### config.mk
export PLATFORM = sky130hd
export DESIGN_NAME = bounded_simplex_ratio_test_top_flat
export DESIGN_NICKNAME = d
export VERILOG_FILES = /design/src/design/bsrt_pkg.sv /design/src/design/bsrt_if.sv /design/src/design/bsrt_div.sv /design/src/design/bounded_simplex_ratio_test_top.sv /design/src/flat_wrapper.sv
export SDC_FILE = /design/constraint.sdc
export NUM_CORES = 1
export LEC_CHECK = 0
export BUFFER_PORTS_ARGS = -buffer_cell sky130_fd_sc_hd__buf_2
export CAP_MARGIN = 40
export CORE_MARGIN = 4
export CORE_UTILIZATION = 40
export DETAILED_ROUTE_END_ITERATION = 6
export GPL_ROUTABILITY_DRIVEN = 0
export PLACE_DENSITY_LB_ADDON = 0.2
export SYNTH_ARGS = -nofsm -noshare
export SYNTH_HDL_FRONTEND = slang
export SYNTH_SLANG_ARGS = --single-unit
### constraint.sdc
create_clock -name clk_i -period 8 [get_ports clk_i]
set_input_delay 0.8 -clock clk_i [delete_from_list [all_inputs] [get_ports clk_i]]
set_output_delay 0.8 -clock clk_i [all_outputs]
set_load 0.05 [all_outputs]
### src/design/bsrt_pkg.sv
// Shared types, widths and constants of the bounded simplex ratio test.
`default_nettype none
package bsrt_pkg;

  localparam int unsigned DATA_W     = 32;
  localparam int unsigned NUM_W      = DATA_W + 1;
  localparam int unsigned IDX_W      = 10;
  localparam int unsigned TOL_W      = 16;
  localparam int unsigned CFG_IDX_W  = 8;
  localparam int unsigned CFG_DATA_W = 16;
  localparam int unsigned FRAC_W     = 16;
  localparam int unsigned CNT_W      = 6;

  localparam logic [CFG_IDX_W-1:0] CFG_TOLERANCE    = 8'd0;
  localparam logic [CFG_IDX_W-1:0] CFG_ENTERING_NEG = 8'd1;

  localparam logic [TOL_W-1:0] TOL_RESET = 16'd1;

  localparam logic signed [DATA_W-1:0] SAT_MAX = 32'sh7FFF_FFFF;
  localparam logic signed [DATA_W-1:0] SAT_MIN = 32'sh8000_0000;

  typedef struct packed {
    logic signed [DATA_W-1:0] direction_component;
    logic signed [DATA_W-1:0] current_value;
    logic signed [DATA_W-1:0] lower_bound;
    logic signed [DATA_W-1:0] upper_bound;
    logic [IDX_W-1:0]         variable_index;
    logic                     last_row;
  } row_t;

  typedef struct packed {
    logic [IDX_W-1:0]         leaving_index;
    logic signed [DATA_W-1:0] step_length;
    logic                     unbounded;
  } result_t;

  typedef struct packed {
    logic                    start;
    logic signed [NUM_W-1:0] num;
    logic [DATA_W-1:0]       den;
  } div_req_t;

  typedef struct packed {
    logic                     done;
    logic signed [DATA_W-1:0] quotient;
  } div_rsp_t;

endpackage
`default_nettype wire

### src/design/bsrt_if.sv
// Handshake channels for rows, results and configuration writes.
`default_nettype none
interface bsrt_row_if;
  logic          valid;
  logic          ready;
  bsrt_pkg::row_t data;
  modport source (output valid, output data, input ready);
  modport sink (input valid, input data, output ready);
endinterface

interface bsrt_res_if;
  logic             valid;
  logic             ready;
  bsrt_pkg::result_t data;
  modport source (output valid, output data, input ready);
  modport sink (input valid, input data, output ready);
endinterface

interface bsrt_cfg_if;
  logic                                valid;
  logic                                ready;
  logic [bsrt_pkg::CFG_IDX_W-1:0]      index;
  logic [bsrt_pkg::CFG_DATA_W-1:0]     wdata;
  modport source (output valid, output index, output wdata, input ready);
  modport sink (input valid, input index, input wdata, output ready);
endinterface
`default_nettype wire

### src/design/bsrt_div.sv
// Radix-2 restoring divider, one quotient bit per cycle, saturating Q16.16 result.
`default_nettype none
module bsrt_div (
  input  wire logic               clk_i,
  input  wire logic               rst_ni,
  input  wire bsrt_pkg::div_req_t req_i,
  output bsrt_pkg::div_rsp_t      rsp_o
);

  localparam logic [bsrt_pkg::CNT_W-1:0] CNT_SETUP = 6'd33;
  localparam logic [bsrt_pkg::CNT_W-1:0] CNT_LAST  = 6'd0;

  logic                           busy_q, busy_d;
  logic [bsrt_pkg::CNT_W-1:0]     cnt_q, cnt_d;
  logic                           done_q, done_d;
  logic                           neg_q;
  logic                           ovf_q;
  logic [bsrt_pkg::DATA_W-1:0]    mag_q;
  logic [bsrt_pkg::DATA_W-1:0]    den_q;
  logic [bsrt_pkg::DATA_W-1:0]    rem_q;
  logic [bsrt_pkg::DATA_W-1:0]    dvd_q;
  logic [bsrt_pkg::DATA_W-1:0]    quo_q;
  logic signed [bsrt_pkg::DATA_W-1:0] res_q;

  logic [bsrt_pkg::NUM_W-1:0]     num_abs;
  logic [bsrt_pkg::NUM_W-1:0]     trial;
  logic                           big;
  logic signed [bsrt_pkg::DATA_W-1:0] sat;

  assign num_abs = req_i.num[bsrt_pkg::NUM_W-1] ? (~req_i.num + 1'b1) : req_i.num;
  assign trial   = {1'b0, rem_q[bsrt_pkg::DATA_W-2:0], dvd_q[bsrt_pkg::DATA_W-1]}
                 - {1'b0, den_q};
  assign big     = ovf_q | quo_q[bsrt_pkg::DATA_W-1];

  always_comb begin
    if (neg_q) begin
      sat = big ? bsrt_pkg::SAT_MIN : $signed(~quo_q + 1'b1);
    end else begin
      sat = big ? bsrt_pkg::SAT_MAX : $signed(quo_q);
    end
  end

  always_comb begin
    busy_d = busy_q;
    cnt_d  = cnt_q;
    done_d = 1'b0;
    if (req_i.start) begin
      busy_d = 1'b1;
      cnt_d  = CNT_SETUP;
    end else if (busy_q) begin
      if (cnt_q == CNT_LAST) begin
        busy_d = 1'b0;
        done_d = 1'b1;
      end else begin
        cnt_d = cnt_q - 1'b1;
      end
    end
  end

  always_ff @(posedge clk_i or negedge rst_ni) begin
    if (!rst_ni) begin
      busy_q <= 1'b0;
      cnt_q  <= '0;
      done_q <= 1'b0;
    end else begin
      busy_q <= busy_d;
      cnt_q  <= cnt_d;
      done_q <= done_d;
    end
  end

  always_ff @(posedge clk_i) begin
    if (req_i.start) begin
      neg_q <= req_i.num[bsrt_pkg::NUM_W-1];
      mag_q <= num_abs[bsrt_pkg::DATA_W-1:0];
      den_q <= req_i.den;
    end else if (busy_q) begin
      if (cnt_q == CNT_SETUP) begin
        ovf_q <= {{bsrt_pkg::FRAC_W{1'b0}}, mag_q[bsrt_pkg::DATA_W-1:bsrt_pkg::FRAC_W]}
                 >= den_q;
        rem_q <= {{bsrt_pkg::FRAC_W{1'b0}}, mag_q[bsrt_pkg::DATA_W-1:bsrt_pkg::FRAC_W]};
        dvd_q <= {mag_q[bsrt_pkg::FRAC_W-1:0], {bsrt_pkg::FRAC_W{1'b0}}};
        quo_q <= '0;
      end else if (cnt_q == CNT_LAST) begin
        res_q <= sat;
      end else begin
        dvd_q <= {dvd_q[bsrt_pkg::DATA_W-2:0], 1'b0};
        if (!trial[bsrt_pkg::NUM_W-1]) begin
          rem_q <= trial[bsrt_pkg::DATA_W-1:0];
          quo_q <= {quo_q[bsrt_pkg::DATA_W-2:0], 1'b1};
        end else begin
          rem_q <= {rem_q[bsrt_pkg::DATA_W-2:0], dvd_q[bsrt_pkg::DATA_W-1]};
          quo_q <= {quo_q[bsrt_pkg::DATA_W-2:0], 1'b0};
        end
      end
    end
  end

  assign rsp_o.done     = done_q;
  assign rsp_o.quotient = res_q;

endmodule
`default_nettype wire

### src/design/bounded_simplex_ratio_test_top.sv
// Top level of the bounded simplex ratio test: row classification and running minimum.
// A limiting row passes from acceptance through the states PREP, DIV (radix-2 divider) and UPD
// before the next acceptance; a row that imposes no limit goes from PREP straight to UPD.
// Throughput is one row at a time. A result leaves through an output register
// in the cycle after the last row's update.
// Reset (rst_ni low, asynchronous) restores tolerance 1, entering increasing, empty pass.
`default_nettype none
module bounded_simplex_ratio_test_top (
  input  wire logic  clk_i,
  input  wire logic  rst_ni,
  bsrt_row_if.sink   row_i,
  bsrt_res_if.source res_o,
  bsrt_cfg_if.sink   cfg_i
);

  localparam logic [1:0] ST_IDLE = 2'd0;
  localparam logic [1:0] ST_PREP = 2'd1;
  localparam logic [1:0] ST_DIV  = 2'd2;
  localparam logic [1:0] ST_UPD  = 2'd3;

  logic [1:0] state_q, state_d;
  logic       start_q, start_d;

  logic [bsrt_pkg::TOL_W-1:0] tol_q;
  logic                       ent_neg_q;

  logic signed [bsrt_pkg::DATA_W-1:0] best_step_q, best_step_d;
  logic                               best_inf_q, best_inf_d;
  logic [bsrt_pkg::IDX_W-1:0]         best_idx_q, best_idx_d;

  logic                res_valid_q, res_valid_d;
  logic                res_load;
  bsrt_pkg::result_t   res_data_q, res_data_d;

  bsrt_pkg::row_t                     row_q;
  logic                               limited_q;
  logic signed [bsrt_pkg::NUM_W-1:0]  num_q;
  logic [bsrt_pkg::DATA_W-1:0]        den_q;

  logic signed [bsrt_pkg::NUM_W-1:0]  d_ext;
  logic signed [bsrt_pkg::NUM_W-1:0]  s_val;
  logic signed [bsrt_pkg::NUM_W-1:0]  tol_ext;
  logic                               gt_tol;
  logic                               lt_tol;
  logic signed [bsrt_pkg::NUM_W-1:0]  num_up;
  logic signed [bsrt_pkg::NUM_W-1:0]  num_dn;
  logic [bsrt_pkg::DATA_W-1:0]        den_abs;

  logic signed [bsrt_pkg::DATA_W-1:0] step;
  logic                               take_new;
  logic                               take_tie;
  logic signed [bsrt_pkg::DATA_W-1:0] nb_step;
  logic                               nb_inf;
  logic [bsrt_pkg::IDX_W-1:0]         nb_idx;
  logic                               stall;

  bsrt_pkg::div_req_t div_req;
  bsrt_pkg::div_rsp_t div_rsp;

  assign row_i.ready = (state_q == ST_IDLE);
  assign cfg_i.ready = 1'b1;

  always_ff @(posedge clk_i or negedge rst_ni) begin
    if (!rst_ni) begin
      tol_q     <= bsrt_pkg::TOL_RESET;
      ent_neg_q <= 1'b0;
    end else if (cfg_i.valid) begin
      unique case (cfg_i.index)
        bsrt_pkg::CFG_TOLERANCE:    tol_q     <= cfg_i.wdata[bsrt_pkg::TOL_W-1:0];
        bsrt_pkg::CFG_ENTERING_NEG: ent_neg_q <= cfg_i.wdata[0];
        default: ;
      endcase
    end
  end

  assign d_ext   = {row_q.direction_component[bsrt_pkg::DATA_W-1], row_q.direction_component};
  assign s_val   = ent_neg_q ? d_ext : -d_ext;
  assign tol_ext = $signed({{(bsrt_pkg::NUM_W-bsrt_pkg::TOL_W){1'b0}}, tol_q});
  assign gt_tol  = s_val > tol_ext;
  assign lt_tol  = s_val < -tol_ext;
  assign num_up  = {row_q.upper_bound[bsrt_pkg::DATA_W-1], row_q.upper_bound}
                 - {row_q.current_value[bsrt_pkg::DATA_W-1], row_q.current_value};
  assign num_dn  = {row_q.current_value[bsrt_pkg::DATA_W-1], row_q.current_value}
                 - {row_q.lower_bound[bsrt_pkg::DATA_W-1], row_q.lower_bound};
  assign den_abs = row_q.direction_component[bsrt_pkg::DATA_W-1]
                 ? (~row_q.direction_component + 1'b1) : row_q.direction_component;

  assign div_req.start = start_q;
  assign div_req.num   = num_q;
  assign div_req.den   = den_q;

  bsrt_div u_div (
    .clk_i  (clk_i),
    .rst_ni (rst_ni),
    .req_i  (div_req),
    .rsp_o  (div_rsp)
  );

  assign step     = div_rsp.quotient;
  assign take_new = limited_q && (best_inf_q || (step < best_step_q));
  assign take_tie = limited_q && !best_inf_q && (step == best_step_q)
                 && (row_q.variable_index < best_idx_q);
  assign nb_step  = take_new ? step : best_step_q;
  assign nb_inf   = take_new ? 1'b0 : best_inf_q;
  assign nb_idx   = (take_new || take_tie) ? row_q.variable_index : best_idx_q;
  assign stall    = row_q.last_row && res_valid_q && !res_o.ready;

  always_comb begin
    res_data_d.leaving_index = nb_inf ? '0 : nb_idx;
    res_data_d.step_length   = nb_inf ? '0 : nb_step;
    res_data_d.unbounded     = nb_inf;
  end

  always_comb begin
    state_d     = state_q;
    start_d     = 1'b0;
    best_step_d = best_step_q;
    best_inf_d  = best_inf_q;
    best_idx_d  = best_idx_q;
    res_valid_d = res_valid_q && !res_o.ready;
    res_load    = 1'b0;
    unique case (state_q)
      ST_IDLE: begin
        if (row_i.valid) begin
          state_d = ST_PREP;
        end
      end
      ST_PREP: begin
        if (gt_tol || lt_tol) begin
          start_d = 1'b1;
          state_d = ST_DIV;
        end else begin
          state_d = ST_UPD;
        end
      end
      ST_DIV: begin
        if (div_rsp.done) begin
          state_d = ST_UPD;
        end
      end
      ST_UPD: begin
        if (!stall) begin
          state_d = ST_IDLE;
          if (row_q.last_row) begin
            res_load    = 1'b1;
            res_valid_d = 1'b1;
            best_step_d = '0;
            best_inf_d  = 1'b1;
            best_idx_d  = '0;
          end else begin
            best_step_d = nb_step;
            best_inf_d  = nb_inf;
            best_idx_d  = nb_idx;
          end
        end
      end
      default: state_d = ST_IDLE;
    endcase
  end

  always_ff @(posedge clk_i or negedge rst_ni) begin
    if (!rst_ni) begin
      state_q     <= ST_IDLE;
      start_q     <= 1'b0;
      best_step_q <= '0;
      best_inf_q  <= 1'b1;
      best_idx_q  <= '0;
      res_valid_q <= 1'b0;
    end else begin
      state_q     <= state_d;
      start_q     <= start_d;
      best_step_q <= best_step_d;
      best_inf_q  <= best_inf_d;
      best_idx_q  <= best_idx_d;
      res_valid_q <= res_valid_d;
    end
  end

  always_ff @(posedge clk_i) begin
    if (row_i.valid && row_i.ready) begin
      row_q <= row_i.data;
    end
    if (state_q == ST_PREP) begin
      limited_q <= gt_tol || lt_tol;
      num_q     <= gt_tol ? num_up : num_dn;
      den_q     <= den_abs;
    end
    if (res_load) begin
      res_data_q <= res_data_d;
    end
  end

  assign res_o.valid = res_valid_q;
  assign res_o.data  = res_data_q;

`ifndef ASSERT_OFF
  a_done_in_div : assert property (@(posedge clk_i) disable iff (!rst_ni)
    div_rsp.done |-> (state_q == ST_DIV))
    else $error("divider finished outside the divide state");

  a_accept_prep : assert property (@(posedge clk_i) disable iff (!rst_ni)
    (row_i.valid && row_i.ready) |=> (state_q == ST_PREP))
    else $error("accepted request not followed by preparation");

  a_last_emits : assert property (@(posedge clk_i) disable iff (!rst_ni)
    (state_q == ST_UPD && row_q.last_row && !stall) |=> (res_valid_q && best_inf_q))
    else $error("last row did not emit a result and clear the pass");

  a_unbounded_zero : assert property (@(posedge clk_i) disable iff (!rst_ni)
    (res_valid_q && res_data_q.unbounded) |->
      (res_data_q.step_length == '0 && res_data_q.leaving_index == '0))
    else $error("unbounded result carries a non-zero step or index");
`endif

endmodule
`default_nettype wire
### src/flat_wrapper.sv
// flat-port wrapper written by rule: the top's interface ports become plain ports
module bounded_simplex_ratio_test_top_flat 
  (clk_i, rst_ni, row_i_valid, row_i_data, row_i_ready, res_o_valid, res_o_data, res_o_ready, cfg_i_valid, cfg_i_index, cfg_i_wdata, cfg_i_ready);
  bsrt_row_if row_i_i ();
  bsrt_res_if res_o_i ();
  bsrt_cfg_if cfg_i_i ();
  input  wire logic clk_i;
  input  wire logic rst_ni;
  input wire logic [$bits(row_i_i.valid)-1:0] row_i_valid;
  input wire logic [$bits(row_i_i.data)-1:0] row_i_data;
  output wire logic [$bits(row_i_i.ready)-1:0] row_i_ready;
  output wire logic [$bits(res_o_i.valid)-1:0] res_o_valid;
  output wire logic [$bits(res_o_i.data)-1:0] res_o_data;
  input wire logic [$bits(res_o_i.ready)-1:0] res_o_ready;
  input wire logic [$bits(cfg_i_i.valid)-1:0] cfg_i_valid;
  input wire logic [$bits(cfg_i_i.index)-1:0] cfg_i_index;
  input wire logic [$bits(cfg_i_i.wdata)-1:0] cfg_i_wdata;
  output wire logic [$bits(cfg_i_i.ready)-1:0] cfg_i_ready;
  assign row_i_i.valid = row_i_valid;
  assign row_i_i.data = row_i_data;
  assign row_i_ready = row_i_i.ready;
  assign res_o_valid = res_o_i.valid;
  assign res_o_data = res_o_i.data;
  assign res_o_i.ready = res_o_ready;
  assign cfg_i_i.valid = cfg_i_valid;
  assign cfg_i_i.index = cfg_i_index;
  assign cfg_i_i.wdata = cfg_i_wdata;
  assign cfg_i_ready = cfg_i_i.ready;
  bounded_simplex_ratio_test_top u_core (.clk_i(clk_i), .rst_ni(rst_ni), .row_i(row_i_i), .res_o(res_o_i), .cfg_i(cfg_i_i));
endmodule
==> results by group, run 1 <==
CTS
  • CTS clk-pin slew, worst paths: 0.06 ns
  • CTS resizes: 0
  • CTS H-tree lvls: 2
  • Post-CTS Setup Bufs: 0
  • Cts bufs inserted: 54
  • CTS Buffer Depth: 3
  • Clock root buffer: clkbuf_16
  • Clk sinks: slightly below 500
  • Clk_lat worst skew: 0.60 ns
  • CTS hold repair buffers: 0
  • CTS tree: built

STA
  • Final worst slack: ~2.8 ns
  • Period utilization: 64.4%
  • Count of final hold-check violations: 0
  • Min Tclk post-route: about 5.2 ns
  • RSZ-0062 raised after global routing: no
  • Setup_tns: 0 ns
  • Hold WS: a little under 0.06 ns
  • Slew at the pin closest to its max-slew limit: 0.922 ns
  • Worst slew margin: between 30 and 40%
  • Final Skew: roughly 0.019 ns
  • Final max-slew violation count: 0
  • Fmax achieved: between 150 and 200 MHz
  • Final setup violating endpoints: 0

Route
  • Initial detailed-routing violation count: about 1100
  • Antenna viol nets, final: 0
  • Vias: just under 20000
  • Per-cell routed wire length: roughly 15 um
  • Drt drc: 2
  • Post-Route WL: 59200 um
  • Pre-Repair DR Iteration Count: 7
  • Vias per cell: around 5.2

Setup path
  • Crit path kind: reg2reg
  • Reg2reg setup slack: about 2.8 ns
  • Worst path cell trace: or3_1 > or4b_1 > nor2_1 > nor2_1 > xor2_1 > ha_1 > a211o_1 > nor3_1 > a31oi_1 > nor4_1 > nand3_1 > or4_1 > o31ai_4 > buf_4 > nor3_1 > a31o_1
  • Top delay family on crit path: simple AND/OR/NAND/NOR gates
  • Critical Path End Type: flop
  • Count of buffer and inverter cells on the critical path: 1
  • Slowest CP cell: or4b_1
  • WP data required: 8.34 ns
  • Worst path max stage delay: around 0.63 ns
  • CP Max Fanout: 62
  • Worst path arrival time: around 5.5 ns
  • Crit start category: flop

Placement
  • Post-DP HPWL: ~44000 um
  • Setup Slack @ Placement: ~2.9 ns
  • I/O Buffers: around 210
  • Placed insts: approximately 3700
  • Dpl cell area: 30200 um2

Die
  • Initial Utilization: roughly two fifths
  • Die Y: about 270 um
  • Core area: around 70000 um2
  • Die width: around 270 um
  • # rows: 96
  • DIE AREA: 74400 um2
  • I/O Pins: 214

GRT
  • Largest net degree at the start of global routing: 76
  • Total Routing Usage GR: between 10% and 20%
  • Initial antenna violation count: 0
  • Total grt overflow: 0
  • First-pass GRT wire length: roughly 100000 um
  • Number of global-route vias before repair: 19600

Yosys
  • Count of different cell masters after synthesis: 76
  • Top-count cell post-synth: edfxtp_1
  • Main flop type after synthesis: edfxtp_1
  • Biggest area consumer among synthesized cells: edfxtp_1
  • Synth area leaders: edfxtp_1, ha_1, dfrtp_1
  • Post-Syn Instances: 2669
  • Commonest cells in the synthesized netlist: edfxtp_1, nand2_1, nor2_1, ha_1, inv_1
  • Syn nets: slightly above 3000
  • Post-synth ARST share: around 14%
  • Synth top area share: 45.5%
  • Flops & latches, synth: just under 500
  • Post-synthesis sequential area ratio: about half
  • Synthesized area per cell: 10.5 um2
  • EDFF count, synth: ~430
  • Post-Syn Area: between 20000 and 30000 um2
  • Yosys warns: 0

Power
  • Pwr Density: 366 nW/um2
  • Lkg Pwr: approximately 13 nW
  • Power after layout: 11.7 mW
  • Max IR drop VDD: ~200 uV

Outcome
  • Status: finished, violations left
  • Failing checks: design-rule violations

Layout
  • Nets: 3250
  • Layout Cell Area excl Fill: roughly 32000 um2
  • Share of cells above drive strength 1: between 10% and 20%
  • N_diodes: 0
  • Final non-filler cell total: slightly below 4000
  • Synthesis-to-finish area growth: 14.1%
  • Layout Utilization: a little under half

Hold path
  • Worst min-delay path class: in2async

Run
  • Max-cap violations: 0
[worst paths after layout]
kind	from	end	cells past startpoint
setup / recovery	u_core.d_ext[9]$_DFFE_PP_	u_core.num_q[7]$_DFFE_PP_	16
hold / removal	rst_ni	u_core.tol_q[13]$_DFFE_PN0P_	1
setup reg to reg	u_core.d_ext[9]$_DFFE_PP_	u_core.num_q[7]$_DFFE_PP_	16
hold reg to reg	u_core.den_q[8]$_DFFE_PP_	u_core.u_div.den_q[8]$_DFFE_PP_	0
max in group asynchronous	rst_ni	u_core.best_step_q[28]$_DFFE_PN0P_	2
min in group clk_i	row_i_data[100]	u_core.row_q[100]$_DFFE_PP_	1
[layout by cell type (no fill, tap or decap), types with 21 or more instances in the layout]
cell type    n
xnor2_1    114
inv_1      198
nor2_1     252
nand2b_1    40
ha_1       212
clkbuf_16   57
o31ai_1     50
a21oi_1    178
or3_1       32
nor3_1      55
nand2_1    265
mux2i_1     23
a21o_1      61
o21a_1      25
dfrtp_1     69
xor2_1      72
and2_1      34
o21ai_0    145
buf_2      212
nand3_1     26
nor2b_1     30
nand4_1     21
edfxtp_1   425
[metal layers]
layer / part of all wire [%] / global-route usage, %
met1: 47 / 21.4
met4: 2.2 / 4.04
met2: 46 / 26.1
met3: 4.3 / 2.60
met5: 0 / 0
[worst register-to-register path, delay by kind of cell, from the launching register on]
family | cells | cell delay [ns]
AOI/OAI and AO/OA | 4 | 0.86
and+or+nand+nor | 9 | 2.56
adders and majority gates | 1 | 0.31
xor gates and xnor gates | 1 | 0.22
buffers and inverters | 1 | 0.51
DFF | 1 | 0.44
[report_power, final]
part           internal [mW]  total, mW  switching (mW)
Sequential              4.08       4.58           0.497
Clock                   1.55       2.55            1.00
Combinational           1.77       4.57            2.80
[cell type report]
class                           count  area [um2]
Multi-Input combinational cell   1879       12400
Sequential cell                   497       14600
Clock inverter                     24         273
Tap cell                          931        1160
Inverter                          199         747
Timing Repair Buffer              235        1290
Clock buffer                       76        1570
Fill cell                        6497       37100
[cell families after synthesis]
logic type / after synthesis / synth area share [%]
buf+inv: 293 / 3.99
xor+xnor: 186 / 5.81
compound gates: 604 / 13.4
simple gates: 846 / 14.2
other cells: 1 / 0.0134
mux: 26 / 0.941
flops: 497 / 51.9
fa+ha+maj: 216 / 9.72
[flip-flops by register name (all words and copies together) (netlist names), 31 cells and up]
| signal | flops |
|---|---|
| u_core.row_q | 107 |
| u_core.res_o.data | 43 |
| u_core.num_q | 33 |
| u_core.best_step_q | 32 |
| u_core.d_ext | 32 |
| u_core.den_q | 32 |
| u_core.u_div.den_q | 32 |
| u_core.u_div.mag_q | 32 |
| u_core.u_div.quo_q | 32 |
| u_core.u_div.res_q | 32 |
| u_core.u_div.rem_q | 31 |
Note: power is estimated with default switching activity, not from simulation.
==> run 2, diff against run 1 <==
clock period = 4.6 ns   (was 8 ns; I/O delays follow)
==> run 2 against run 1 <==
Compared with the run above: the run now ends clean; fmax up 17%; hold slack worse by 0.021 ns; die area unchanged; final area up 5.9%; setup slack worse by 2.6 ns.
==> results by group, run 2 (same netlist as run 1, synthesis figures left out) <==
Layout
  • Largest register FFs: 107 (unchanged)
  • # fillers: 6231 (-4.1%)
  • Final non-filler cell total: 4017 (+4.6%)
  • Most frequent cells in the layout: edfxtp_1, nand2_1, nor2_1
  • Multi-input logic area: 12500 um2 (+1.0%)
  • Commonest non-fill, non-tap cell in the layout: edfxtp_1
  • Most flops, register: u_core.row_q
  • Register area: 14600 um2 (unchanged)
  • Nets: 3424 (+5.4%)
  • Share of cells above drive strength 1: 14.0% (+2.0 points)
  • Synthesis-to-finish area growth: 20.8%
  • N_diodes: 0 (unchanged)
  • Layout Utilization: 49.1% (+2.7 points)

Power
  • Pint: 13.1 mW (+77%)
  • Net Sw Frac: 36.9% (+0.20 points)
  • Pwr Density: 613 nW/um2 (+68%)
  • Lkg Pwr: 13.9 nW (+6.8%)
  • Flop pwr share: 38.4% (-0.7 points)
  • Comb pwr share: 39.3% (+0.2 points)
  • Clock share of power: 22.3% (+0.5 points)
  • Switching power: 7.67 mW (+79%)
  • Max IR drop VDD: 363 uV (+80%)

STA
  • Slew at the pin closest to its max-slew limit: 0.934 ns (+0.0121 ns)
  • Fmax achieved: 228 MHz (+17%)
  • RSZ-0062 raised after global routing: yes
  • Period utilization: 95.4% (+31 points)
  • Worst slew margin: 36.9% (-1.6 points)
  • Min Tclk post-route: 4.39 ns (-0.764 ns)
  • Final setup violating endpoints: 0 (unchanged)
  • Final worst slack: 0.211 ns (-2.64 ns)
  • Final Skew: 0.0290 ns (+0.00948 ns)
  • Count of final hold-check violations: 0 (unchanged)
  • Final max-slew violation count: 0 (unchanged)

Setup path
  • Worst path arrival time: 4.87 ns (-0.63 ns)
  • CP Max Fanout: 6 (-90%)
  • Crit start category: flop
  • Crit path kind: reg2reg
  • Worst path max stage delay: 0.58 ns (-0.05 ns)
  • Most numerous cell on the critical path: nor2_1
  • Worst path cell trace: or4_1 > or4_4 > or3_4 > buf_4 > nor2_2 > nor2_1 > xor2_1 > ha_1 > nand4_1 > nor2_1 > nor2_1 > nand2_1 > a21o_1 > a21oi_2 > a211oi_1 > nor2_1 > mux2i_2 > nor3b_2 > o41a_1
  • Critical Path End Type: flop
  • Slowest CP cell: or4_1
  • WP data required: 5.08 ns (-3.26 ns)

Route
  • Post-Route WL: 61900 um (+4.5%)
  • Antenna viol nets, final: 0 (unchanged)
  • Pre-Repair DR Iteration Count: 5 (-2)
  • Vias per cell: 5.07 (-1.5%)
  • Vias: 20400 (+3.0%)
  • Drt drc: 0 (-2)
  • Per-cell routed wire length: 15.4 um (about the same)
  • Initial detailed-routing violation count: 1182 (+7.2%)

Placement
  • I/O Buffers: 212 (unchanged)
  • Placed insts: 3769 (+0.75%)
  • Post-DP HPWL: 44700 um (+1.9%)
  • Setup Slack @ Placement: -0.0621 ns (-2.93 ns)

CTS
  • Cts bufs inserted: 56 (+3.7%)
  • CTS tree: built
  • Clk sinks: 497 (unchanged)
  • Clk_lat worst skew: 0.62 ns (+0.02 ns)
  • Clock root buffer: clkbuf_16
  • CTS clk-pin slew, worst paths: 0.06 ns (about the same)
  • CTS H-tree lvls: 2 (unchanged)
  • CTS Buffer Depth: 3 (unchanged)

GRT
  • Initial antenna violation count: 0 (unchanged)
  • Total grt overflow: 0 (unchanged)
  • Number of global-route vias before repair: 20300 (+3.6%)
  • Largest net degree at the start of global routing: 85 (+12%)
  • First-pass GRT wire length: 102000 um (+4.9%)
  • Total Routing Usage GR: 16.4% (+0.75 points)

Die
  • DIE AREA: 74400 um2 (unchanged)
  • Die Y: 273 um (unchanged)
  • Die width: 273 um (unchanged)
  • Core area: 69100 um2 (unchanged)
  • Initial Utilization: 40.6% (unchanged)
  • I/O Pins: 214 (unchanged)
  • # rows: 96 (unchanged)

Hold path
  • Worst min-delay path class: in2reg

Outcome
  • Status: completed

Run
  • Max-cap violations: 0 (unchanged)
run 2: cell count changes in the layout (fill, tap and decap cells not counted), sizes merged:
cell         previous run  this run
buf                   235       282
bufbuf                  0         2
bufinv                  6         9
clkbuf                 76        65
clkinv                 14        21
dlygate4sd3             0       123
inv                   199       204
run 2: critical path, delay by kind of cell (launching register included):
kind	cells	cell delay [ns]
and+or+nand+nor	11	2.16
AOI/OAI and AO/OA	4	0.71
DFF	1	0.48
adders and majority gates	1	0.31
muxes	1	0.30
buffers and inverters	1	0.17
xor gates and xnor gates	1	0.15
run 2: metrics by stage:
stage | hold slack, ns | total power, mW | cell area [um2] | setup TNS [ns]
3_3_place_gp | 0.408 | 15.8 | 30400 | 0
6_report | 0.0380 | 20.8 | 33900 | 0
2_1_floorplan | 0.164 | 14.0 | 28000 | 0
5_1_grt | 0.00386 | 22.4 | 33900 | -0.0871
3_5_place_dp | 0.405 | 16.1 | 30400 | -0.112
4_1_cts | 0.0000681 | 21.0 | 33700 | 0
run 2: worst paths after layout:
kind / startpoint / to / slack, ns / cells past startpoint
min: row_i_data[79] / u_core.row_q[79]$_DFFE_PP_ / 0.04 / 1
max reg2reg: u_core.d_ext[6]$_DFFE_PP_ / u_core.state_q[0]$_DFFE_PN0P_ / 0.21 / 19
min in group asynchronous: rst_ni / u_core.tol_q[2]$_DFFE_PN0P_ / 0.33 / 2
min reg2reg: u_core.den_q[19]$_DFFE_PP_ / u_core.u_div.den_q[19]$_DFFE_PP_ / 0.42 / 0
max: u_core.d_ext[6]$_DFFE_PP_ / u_core.state_q[0]$_DFFE_PN0P_ / 0.21 / 19
max in group asynchronous: rst_ni / u_core.best_step_q[21]$_DFFE_PN0P_ / 3.27 / 3
run 2: layer usage:
| metal | track usage (%) | vias to the layer above | part of all wire [%] |
|---|---|---|---|
| li1 | - | 10300 | - |
| met1 | 22.4 | 9574 | 47 |
| met2 | 27.5 | 377 | 47 |
| met3 | 2.53 | 91 | 4.0 |
| met4 | 4.33 | 0 | 2.2 |
| met5 | 0 | - | 0 |
run 2: what timing repair did:
action,4_1_cts,5_1_grt
pin swaps,8,9
resized for setup,12,15
gates cloned,2,0
hold buffers,122,1
endpoints found under the setup margin,19,36
endpoints found under the hold margin,147,1
setup buffers,10,9
run 2: power groups by stage:
stage / registers, mW / logic, mW / clock network, mW
after floorplan: 8.16 / 5.82 / 0
after global placement: 8.04 / 7.80 / 0
after detailed placement: 8.06 / 8.02 / 0
after CTS: 7.99 / 8.20 / 4.79
after global routing: 8.15 / 9.25 / 4.98
final: 7.98 / 8.17 / 4.64
run 2: area by class of cell:
cell class                      count  share of cell area [%]
Sequential cell                   497                    43.0
Multi-Input combinational cell   1879                    37.0
Timing Repair Buffer              407                    8.70
Clock buffer                       65                    4.29
Tap cell                          931                    3.44
Inverter                          199                    2.20
Clock inverter                     39                    1.41
